===== config.mk =====
export PLATFORM = sky130hd
export DESIGN_NAME = mouse_click_aggregator_top
export DESIGN_NICKNAME = d
export VERILOG_FILES = /design/src/mca_pkg.sv /design/src/mca_cfg.sv /design/src/mca_step.sv /design/src/mca_outq.sv /design/src/mouse_click_aggregator_top.sv
export SDC_FILE = /design/constraint.sdc
export NUM_CORES = 1
export LEC_CHECK = 0
export BUFFER_PORTS_ARGS = -buffer_cell sky130_fd_sc_hd__clkbuf_2
export CORE_UTILIZATION = 60
export CTS_BUF_LIST = sky130_fd_sc_hd__clkbuf_8
export DETAILED_ROUTE_END_ITERATION = 8
export PLACE_DENSITY = 0.86
export SYNTH_ARGS = -nofsm -noshare
export SYNTH_HDL_FRONTEND = slang
export SYNTH_SLANG_ARGS = --single-unit

===== constraint.sdc =====
create_clock -name clk_i -period 8.2 [get_ports clk_i]
set_input_delay 0.82 -clock clk_i [delete_from_list [all_inputs] [get_ports clk_i]]
set_output_delay 0.82 -clock clk_i [all_outputs]
set_load 0.05 [all_outputs]

===== src/mca_pkg.sv =====
// Shared types and constants for the mouse click aggregator.
package mca_pkg;

  // Input item kinds.
  localparam logic [1:0] KIND_BUTTON = 2'd0;
  localparam logic [1:0] KIND_TICK   = 2'd1;
  localparam logic [1:0] KIND_WHEEL  = 2'd2;

  // Buttons that count as a click (left and right).
  localparam logic [7:0]  BUTTON_MASK  = 8'h03;
  localparam logic [15:0] EXTEND_TICKS = 16'd10;
  localparam logic [7:0]  COUNT_MAX    = 8'd255;

  // Configuration port geometry.
  localparam int unsigned PADDR_W     = 3;
  localparam logic [PADDR_W-1:0] ADDR_DCLICK = 3'd0;

  // Result queue depth; one item can push two results.
  localparam int unsigned Q_DEPTH = 4;
  localparam int unsigned Q_PTR_W = $clog2(Q_DEPTH);
  localparam int unsigned Q_CNT_W = $clog2(Q_DEPTH + 1);

  typedef struct packed {
    logic [1:0]         kind;
    logic [15:0]        event_time;
    logic [7:0]         button_state;
    logic signed [15:0] pos_x;
    logic signed [15:0] pos_y;
    logic [7:0]         wheel_id;
    logic signed [15:0] wheel_clicks;
  } mca_in_t;

  typedef struct packed {
    logic signed [15:0] out_x;
    logic signed [15:0] out_y;
    logic [7:0]         accum_state;
    logic [7:0]         current_state;
    logic signed [15:0] clicks;
    logic               last;
  } mca_out_t;

  // Results of one processed item, handed to the result queue.
  typedef struct packed {
    logic [1:0] n;
    mca_out_t   r0;
    mca_out_t   r1;
  } mca_push_t;

endpackage


===== src/mca_cfg.sv =====
// APB-style register file holding the double-click window length.
module mca_cfg import mca_pkg::*; #(
  parameter int unsigned MAX_WINDOW = 1000
) (
  input  logic               clk_i,
  input  logic               rst_ni,
  input  logic               psel,
  input  logic               penable,
  input  logic               pwrite,
  input  logic [PADDR_W-1:0] paddr,
  input  logic [31:0]        pwdata,
  output logic [31:0]        prdata,
  output logic               pready,
  output logic [14:0]        dclick_window_o
);

  logic [14:0] dclick_q, dclick_d;
  logic [14:0] wr_val;
  logic        wr_en;

  assign pready = 1'b1;
  assign wr_en  = psel && penable && pwrite && (paddr == ADDR_DCLICK);
  assign wr_val = pwdata[14:0];

  // Values above the configured maximum are stored as the maximum.
  always_comb begin
    dclick_d = dclick_q;
    if (wr_en) begin
      if (wr_val > 15'(MAX_WINDOW)) begin
        dclick_d = 15'(MAX_WINDOW);
      end else begin
        dclick_d = wr_val;
      end
    end
  end

  always_ff @(posedge clk_i or negedge rst_ni) begin
    if (!rst_ni) begin
      dclick_q <= '0;
    end else begin
      dclick_q <= dclick_d;
    end
  end

  assign prdata          = (paddr == ADDR_DCLICK) ? {17'd0, dclick_q} : 32'd0;
  assign dclick_window_o = dclick_q;

endmodule


===== src/mca_step.sv =====
// Input register, click window state and the per-item step logic.
module mca_step import mca_pkg::*; (
  input  logic        clk_i,
  input  logic        rst_ni,
  input  logic        in_valid_i,
  output logic        in_ready_o,
  input  mca_in_t     in_data_i,
  input  logic        room_i,
  input  logic [14:0] dclick_window_i,
  output mca_push_t   push_o
);

  logic      in_valid_q;
  mca_in_t   in_q;
  logic      adv;

  logic [7:0]  prev_q, prev_d;
  logic [15:0] wl_q, wl_d;
  logic [15:0] ws_q, ws_d;
  logic [15:0] hx_q, hx_d;
  logic [15:0] hy_q, hy_d;
  logic [7:0]  ha_q, ha_d;
  logic [7:0]  hc_q, hc_d;
  logic [7:0]  cnt_q, cnt_d;

  logic [15:0] elapsed;
  logic [15:0] wl_aged;
  logic        close;
  logic [1:0]  n;
  mca_out_t    r0, r1, pkt_held, pkt_rel;

  assign adv        = in_valid_q && room_i;
  assign in_ready_o = !in_valid_q || room_i;

  always_ff @(posedge clk_i or negedge rst_ni) begin
    if (!rst_ni) begin
      in_valid_q <= 1'b0;
    end else if (in_valid_i && in_ready_o) begin
      in_valid_q <= 1'b1;
    end else if (adv) begin
      in_valid_q <= 1'b0;
    end
  end

  always_ff @(posedge clk_i) begin
    if (in_valid_i && in_ready_o) begin
      in_q <= in_data_i;
    end
  end

  // 16-bit wrapping window aging; a zero or negative remainder closes it.
  assign elapsed  = in_q.event_time - ws_q;
  assign wl_aged  = wl_q - elapsed;
  assign close    = (wl_q != 16'd0) && ((wl_aged == 16'd0) || wl_aged[15]);
  assign pkt_held = '{out_x: hx_q, out_y: hy_q, accum_state: ha_q, current_state: hc_q,
                      clicks: {8'd0, cnt_q}, last: 1'b0};
  assign pkt_rel  = '{out_x: in_q.pos_x, out_y: in_q.pos_y,
                      accum_state: in_q.button_state, current_state: in_q.button_state,
                      clicks: 16'd0, last: 1'b0};

  always_comb begin
    prev_d = prev_q;
    wl_d   = wl_q;
    ws_d   = ws_q;
    hx_d   = hx_q;
    hy_d   = hy_q;
    ha_d   = ha_q;
    hc_d   = hc_q;
    cnt_d  = cnt_q;
    n      = 2'd0;
    r0     = '0;
    r1     = '0;

    if ((in_q.kind == KIND_BUTTON) || (in_q.kind == KIND_TICK)) begin
      if (wl_q != 16'd0) begin
        ws_d = in_q.event_time;
        wl_d = close ? 16'd0 : wl_aged;
      end
      if (close) begin
        r0 = pkt_held;
        n  = 2'd1;
      end
    end

    if ((in_q.kind == KIND_BUTTON) && (in_q.button_state != prev_q)) begin
      prev_d = in_q.button_state;
      if (wl_d != 16'd0) begin
        // Change inside an open window.
        ha_d = ha_q | in_q.button_state;
        hc_d = in_q.button_state;
        if (((in_q.button_state & BUTTON_MASK) != 8'd0) && (cnt_q != COUNT_MAX)) begin
          cnt_d = cnt_q + 8'd1;
        end
        if (cnt_d > 8'd1) begin
          wl_d = wl_d + EXTEND_TICKS;
        end
      end else begin
        ha_d = in_q.button_state;
        hc_d = in_q.button_state;
        hx_d = in_q.pos_x;
        hy_d = in_q.pos_y;
        if ((in_q.button_state & BUTTON_MASK) != 8'd0) begin
          ws_d  = in_q.event_time;
          wl_d  = {1'b0, dclick_window_i};
          cnt_d = 8'd1;
        end else begin
          // A change with no click button and no window goes out at once.
          cnt_d = 8'd0;
          wl_d  = 16'd0;
          if (n == 2'd0) begin
            r0 = pkt_rel;
          end else begin
            r1 = pkt_rel;
          end
          n = n + 2'd1;
        end
      end
    end

    if (in_q.kind == KIND_WHEEL) begin
      r0 = '{out_x: in_q.pos_x, out_y: in_q.pos_y, accum_state: in_q.wheel_id,
             current_state: in_q.wheel_id, clicks: in_q.wheel_clicks, last: 1'b0};
      n  = 2'd1;
    end

    if (n == 2'd1) begin
      r0.last = 1'b1;
    end
    if (n == 2'd2) begin
      r1.last = 1'b1;
    end
  end

  always_ff @(posedge clk_i or negedge rst_ni) begin
    if (!rst_ni) begin
      prev_q <= '0;
      wl_q   <= '0;
      ws_q   <= '0;
      hx_q   <= '0;
      hy_q   <= '0;
      ha_q   <= '0;
      hc_q   <= '0;
      cnt_q  <= '0;
    end else if (adv) begin
      prev_q <= prev_d;
      wl_q   <= wl_d;
      ws_q   <= ws_d;
      hx_q   <= hx_d;
      hy_q   <= hy_d;
      ha_q   <= ha_d;
      hc_q   <= hc_d;
      cnt_q  <= cnt_d;
    end
  end

  assign push_o.n  = adv ? n : 2'd0;
  assign push_o.r0 = r0;
  assign push_o.r1 = r1;

  // An open window always has at least one counted click behind it.
  a_open_has_click: assert property (@(posedge clk_i) disable iff (!rst_ni)
    (wl_q != 16'd0) |-> (cnt_q != 8'd0))
    else $error("click window open with zero click count");

  a_single_last: assert property (@(posedge clk_i) disable iff (!rst_ni)
    (push_o.n == 2'd1) |-> push_o.r0.last)
    else $error("single result not marked last");

  a_pair_last: assert property (@(posedge clk_i) disable iff (!rst_ni)
    (push_o.n == 2'd2) |-> (!push_o.r0.last && push_o.r1.last))
    else $error("result pair marked wrongly");

endmodule


===== src/mca_outq.sv =====
// Result queue: up to two in per cycle if it has room, one out when ready.
module mca_outq import mca_pkg::*; (
  input  logic      clk_i,
  input  logic      rst_ni,
  input  mca_push_t push_i,
  output logic      room_o,
  output logic      out_valid_o,
  input  logic      out_ready_i,
  output mca_out_t  out_data_o
);

  mca_out_t            mem_q [Q_DEPTH];
  logic [Q_PTR_W-1:0]  wr_q, rd_q;
  logic [Q_CNT_W-1:0]  cnt_q;
  logic                pop;

  assign pop         = out_valid_o && out_ready_i;
  assign out_valid_o = cnt_q != '0;
  assign out_data_o  = mem_q[rd_q];
  assign room_o      = cnt_q <= Q_CNT_W'(Q_DEPTH - 2);

  always_ff @(posedge clk_i) begin
    if (push_i.n != 2'd0) begin
      mem_q[wr_q] <= push_i.r0;
    end
    if (push_i.n == 2'd2) begin
      mem_q[wr_q + Q_PTR_W'(1)] <= push_i.r1;
    end
  end

  always_ff @(posedge clk_i or negedge rst_ni) begin
    if (!rst_ni) begin
      wr_q  <= '0;
      rd_q  <= '0;
      cnt_q <= '0;
    end else begin
      wr_q  <= wr_q + Q_PTR_W'(push_i.n);
      rd_q  <= rd_q + Q_PTR_W'(pop);
      cnt_q <= cnt_q + Q_CNT_W'(push_i.n) - Q_CNT_W'(pop);
    end
  end

  a_no_overflow: assert property (@(posedge clk_i) disable iff (!rst_ni)
    (push_i.n != 2'd0) |-> room_o)
    else $error("result queue written without room");

  a_count_bound: assert property (@(posedge clk_i) disable iff (!rst_ni)
    cnt_q <= Q_CNT_W'(Q_DEPTH))
    else $error("result queue count out of range");

endmodule


===== src/mouse_click_aggregator_top.sv =====
// Top level of the mouse click aggregator.
//
// While in_ready_o is high, the block takes one event transaction per cycle
// on the input channel (in_valid_i / in_ready_o / in_data_i): button
// events, timer ticks and wheel events. Each transaction yields zero, one
// or two result transactions on the output channel (out_valid_o /
// out_ready_i / out_data_o); the final result of an event carries last set.
// An accepted event sits in an input register until the queue has room
// for two results, is processed by a single pass of compare-and-add logic
// against the click window state, and its results land in a four-entry
// result queue, which offers them one at a time and in order.
// Sustained throughput is one event per cycle while the receiver takes one
// result per cycle and events average no more than one result each; the
// input register is released only when the queue has room for two results.
// When the receiver stalls, the queue fills and in_ready_o drops until
// results drain; nothing is lost or dropped. Reset clears the window state,
// the queue and the window length register (zero, so no window opens until
// software writes one). The window length is written over the APB-style
// port at byte address 0 and is clamped to MAX_WINDOW.
module mouse_click_aggregator_top import mca_pkg::*; #(
  parameter int unsigned MAX_WINDOW = 1000
) (
  input  logic               clk_i,
  input  logic               rst_ni,
  input  logic               in_valid_i,
  output logic               in_ready_o,
  input  mca_in_t            in_data_i,
  output logic               out_valid_o,
  input  logic               out_ready_i,
  output mca_out_t           out_data_o,
  input  logic               psel,
  input  logic               penable,
  input  logic               pwrite,
  input  logic [PADDR_W-1:0] paddr,
  input  logic [31:0]        pwdata,
  output logic [31:0]        prdata,
  output logic               pready
);

  logic [14:0] dclick_window;
  logic        room;
  mca_push_t   push;

  // Config register: user writes only while the block is idle; unenforced.
  mca_cfg #(
    .MAX_WINDOW(MAX_WINDOW)
  ) u_cfg (
    .clk_i          (clk_i),
    .rst_ni         (rst_ni),
    .psel           (psel),
    .penable        (penable),
    .pwrite         (pwrite),
    .paddr          (paddr),
    .pwdata         (pwdata),
    .prdata         (prdata),
    .pready         (pready),
    .dclick_window_o(dclick_window)
  );

  // Event processing: input register plus click window state.
  mca_step u_step (
    .clk_i          (clk_i),
    .rst_ni         (rst_ni),
    .in_valid_i     (in_valid_i),
    .in_ready_o     (in_ready_o),
    .in_data_i      (in_data_i),
    .room_i         (room),
    .dclick_window_i(dclick_window),
    .push_o         (push)
  );

  // Result queue decouples the event side from a stalling receiver.
  mca_outq u_outq (
    .clk_i      (clk_i),
    .rst_ni     (rst_ni),
    .push_i     (push),
    .room_o     (room),
    .out_valid_o(out_valid_o),
    .out_ready_i(out_ready_i),
    .out_data_o (out_data_o)
  );

endmodule


==> impl_metrics.tcl <==
set metrics [dict create \
    run_status "finished with violations" \
    violations "DRC" \
    wire_per_inst_um 22.96 \
    rsz0062_at_grt "false" \
    min_period_over_period 0.8074 \
    reg2reg_to "u_outq.mem_q[2][56]$_DFFE_PP_" \
    synth_top_area_cell "edfxtp_1" \
    r2r_slack_ns 1.58 \
    yosysWarnings 0 \
    synthCells 1669 \
    clkTransAtPathRegs_ns 0.06 \
    clk_latency_ns 0.63 \
    cp-start-kind "flip-flop" \
    yosysSeqAreaShare 0.5649 \
    ys.flop_type "edfxtp_1" \
    p_leak_nw 9.390 \
    end_kind "flip-flop" \
    skew_ns 0.02553 \
    setup_tns_ns 0 \
    grt_pass1_vias 15710 \
    antenna_found_initial 1 \
    drt-initial-drc-count 1380 \
    grt_max_degree 68 \
    overflow 0 \
    arrival_ns 6.89 \
    drv_cap 0 \
    fin_util 0.6804 \
    cts_sinks 453 \
    dieArea_sq_um 37370 \
    yosysMostFrequentCell "edfxtp_1" \
    layout_min_cycle_time_ns 6.621 \
    ctsResizeCount 0 \
    synth_edf_count 278 \
    post-cts-setup-buffers 0 \
    gp_congestion 0.9181 \
    p_per_area_nw_per_um2 451.8 \
    reg2reg_depth 15 \
    setup_violations 0 \
    irDropWorstVdd_uv 316.1 \
    root_buffer "clkbuf_8" \
    ys_async_sr_fraction 0.2450 \
    htree_levels 3 \
    dp_hpwl_mm 34.32 \
    hold_viol 0 \
    cts-buffers-inserted 74 \
    max_freq_mhz 151.0 \
    ys_types 87 \
    final-max-slew-violation-count 0 \
    postSynthRegisterBits 453 \
    die_y_um 193.3 \
    layout.nets 2003 \
    cp-startpoint "u_step.wl_q[1]$_DFFE_PN0P_" \
    drtAntennaViolNets 0 \
    vias_per_cell 6.492 \
    cp_max_fo 29 \
    rows 69 \
    area_growth_pct 10.99 \
    die_width_um 193.3 \
    worstMarginPinSlew_ns 1.093 \
    postCtsHoldBufs 0 \
    cts_tree "built" \
    wl_mm 54.19 \
    drive_gt1_frac 0.2545 \
    yosysTopAreaCellShare 0.3801 \
    clk_path_buf_depth 3 \
    cp_data_required_time_ns 8.47 \
    synth_area_sq_um 21960 \
    grt_pass1_wl_mm 85.18 \
    via_count 15320 \
    syn_avg_cell_area_sq_um 13.16 \
    start_util 0.6130 \
    firstDrtPassIters 7 \
    core_sq_um 35830 \
    gr-usage-all-layers 0.2926 \
    synthTopCellsByArea "edfxtp_1, dfrtp_1, mux4_2" \
    slew_headroom 0.2694 \
    r2r_start "u_step.wl_q[1]$_DFFE_PN0P_" \
    synth_common_cells "edfxtp_1, nand2_1, o2bb2ai_1" \
    hold_path_class "in -> async" \
    place.port_buffers 188 \
    drcViolationCount 12 \
    io_pins 224 \
    crit_type "reg -> reg" \
]
## where the power goes
group | internal (W) | switching, W | total [W]
Combinational | 0.00187 | 0.00376 | 0.00563
Sequential | 0.00308 | 0.000463 | 0.00354
Clock | 0.000938 | 0.000900 | 0.00184
Total | 0.00589 | 0.00513 | 0.0110
## kinds of logic after synthesis
group / Yosys count / share of synthesized area
flops: 453 / 0.5649
compound gates: 416 / 0.1533
simple gates: 411 / 0.09155
buf+inv: 168 / 0.04210
mux: 143 / 0.1052
fa+ha+maj: 40 / 0.02826
xor+xnor: 36 / 0.01436
other cells: 2 / 0.0003419
## metrics by stage
| step | setup WS, ns | total power, W | std cells | instance area, sq um | hold WS (ns) |
|---|---|---|---|---|---|
| final | 1.579 | 0.01101 | 2360 | 24380 | 0.2024 |
| after detailed placement | 1.699 | 0.009121 | 2223 | 22990 | 0.4528 |
| after floorplan | 1.714 | 0.007823 | 1685 | 22020 | 0.4328 |
| after global placement | 1.735 | 0.008917 | 2223 | 22990 | 0.4414 |
| after global routing | 1.093 | 0.01163 | 2360 | 24380 | 0.2309 |
| after CTS | 1.623 | 0.01098 | 2358 | 24370 | 0.2086 |
## registers in the layout, indices dropped and copies added, names as in the netlist, 3 cells and up
signal and cells:
u_cfg.dclick_window_o 15, u_outq.mem_q 260, u_step.wl_q 16, u_step.cnt_q 8, u_step.hc_q 8, u_step.hx_q 16
u_step.in_q 82, u_step.ha_q 8, u_step.hy_q 16, u_step.ws_q 16, u_outq.cnt_q 3
## metal layers
layer	track usage	wire length, um	vias to the layer above
li1	-	-	6767
met1	0.3788	20640	7523
met2	0.4895	26940	925
met3	0.06084	5264	107
met4	0.1096	1346	0
met5	0	0	-
## placed cells by master, fill, tap and decap left out, drive strengths merged, types with 20 or more instances in the layout
cell,synthesis,routed
buf,79,30
mux2,49,49
mux2i,29,29
nor2,51,51
ha,24,24
o21ai,71,71
clkbuf,60,267
dfrtp,111,111
o2bb2ai,129,129
edfxtp,278,278
a22o,65,65
a21oi,33,33
inv,29,63
nor3,20,20
dfxtp,64,64
nand3,47,47
and2,39,39
nand2,178,178
mux4,65,65
## layout make-up
cell class	count	area, sq um
clock inverters	55	276.5
well taps	461	576.8
clock buffers	80	1101
multi-input cells	1064	8740
flip-flops and latches	453	12410
fillers	2436	11450
diodes	1	2.502
inverters	29	108.9
repair buffers	217	1159
## worst max path at each step
| stage | end | slack [ns] | cells after the start |
|---|---|---|---|
| 5_1_grt | u_outq.mem_q[2][55]$_DFFE_PP_ | 1.09 | 18 |
| 2_1_floorplan | u_outq.mem_q[3][0]$_DFFE_PP_ | 1.71 | 22 |
| 6_report | u_outq.mem_q[2][56]$_DFFE_PP_ | 1.58 | 15 |
| 4_1_cts | u_outq.mem_q[2][52]$_DFFE_PP_ | 1.62 | 15 |
| 3_3_place_gp | u_outq.mem_q[2][57]$_DFFE_PP_ | 1.73 | 18 |
| 3_5_place_dp | u_outq.mem_q[2][56]$_DFFE_PP_ | 1.70 | 15 |
## worst max-delay path, stage by stage (launching register included)
cell and delay [ns]:
dfrtp_1 0.46, fa_1 0.56, inv_1 0.06, fa_1 0.39, nand2b_1 0.18, a211o_1 0.33, a211oi_4 0.36, a221o_1 0.28
nor4b_1 0.57, a21o_2 0.25, ha_1 0.26, nand3b_1 0.22, a2111oi_4 0.60, nand2_2 0.46, nand2_2 0.78, buf_4 0.49
Note: power is estimated with default switching activity, not from simulation.
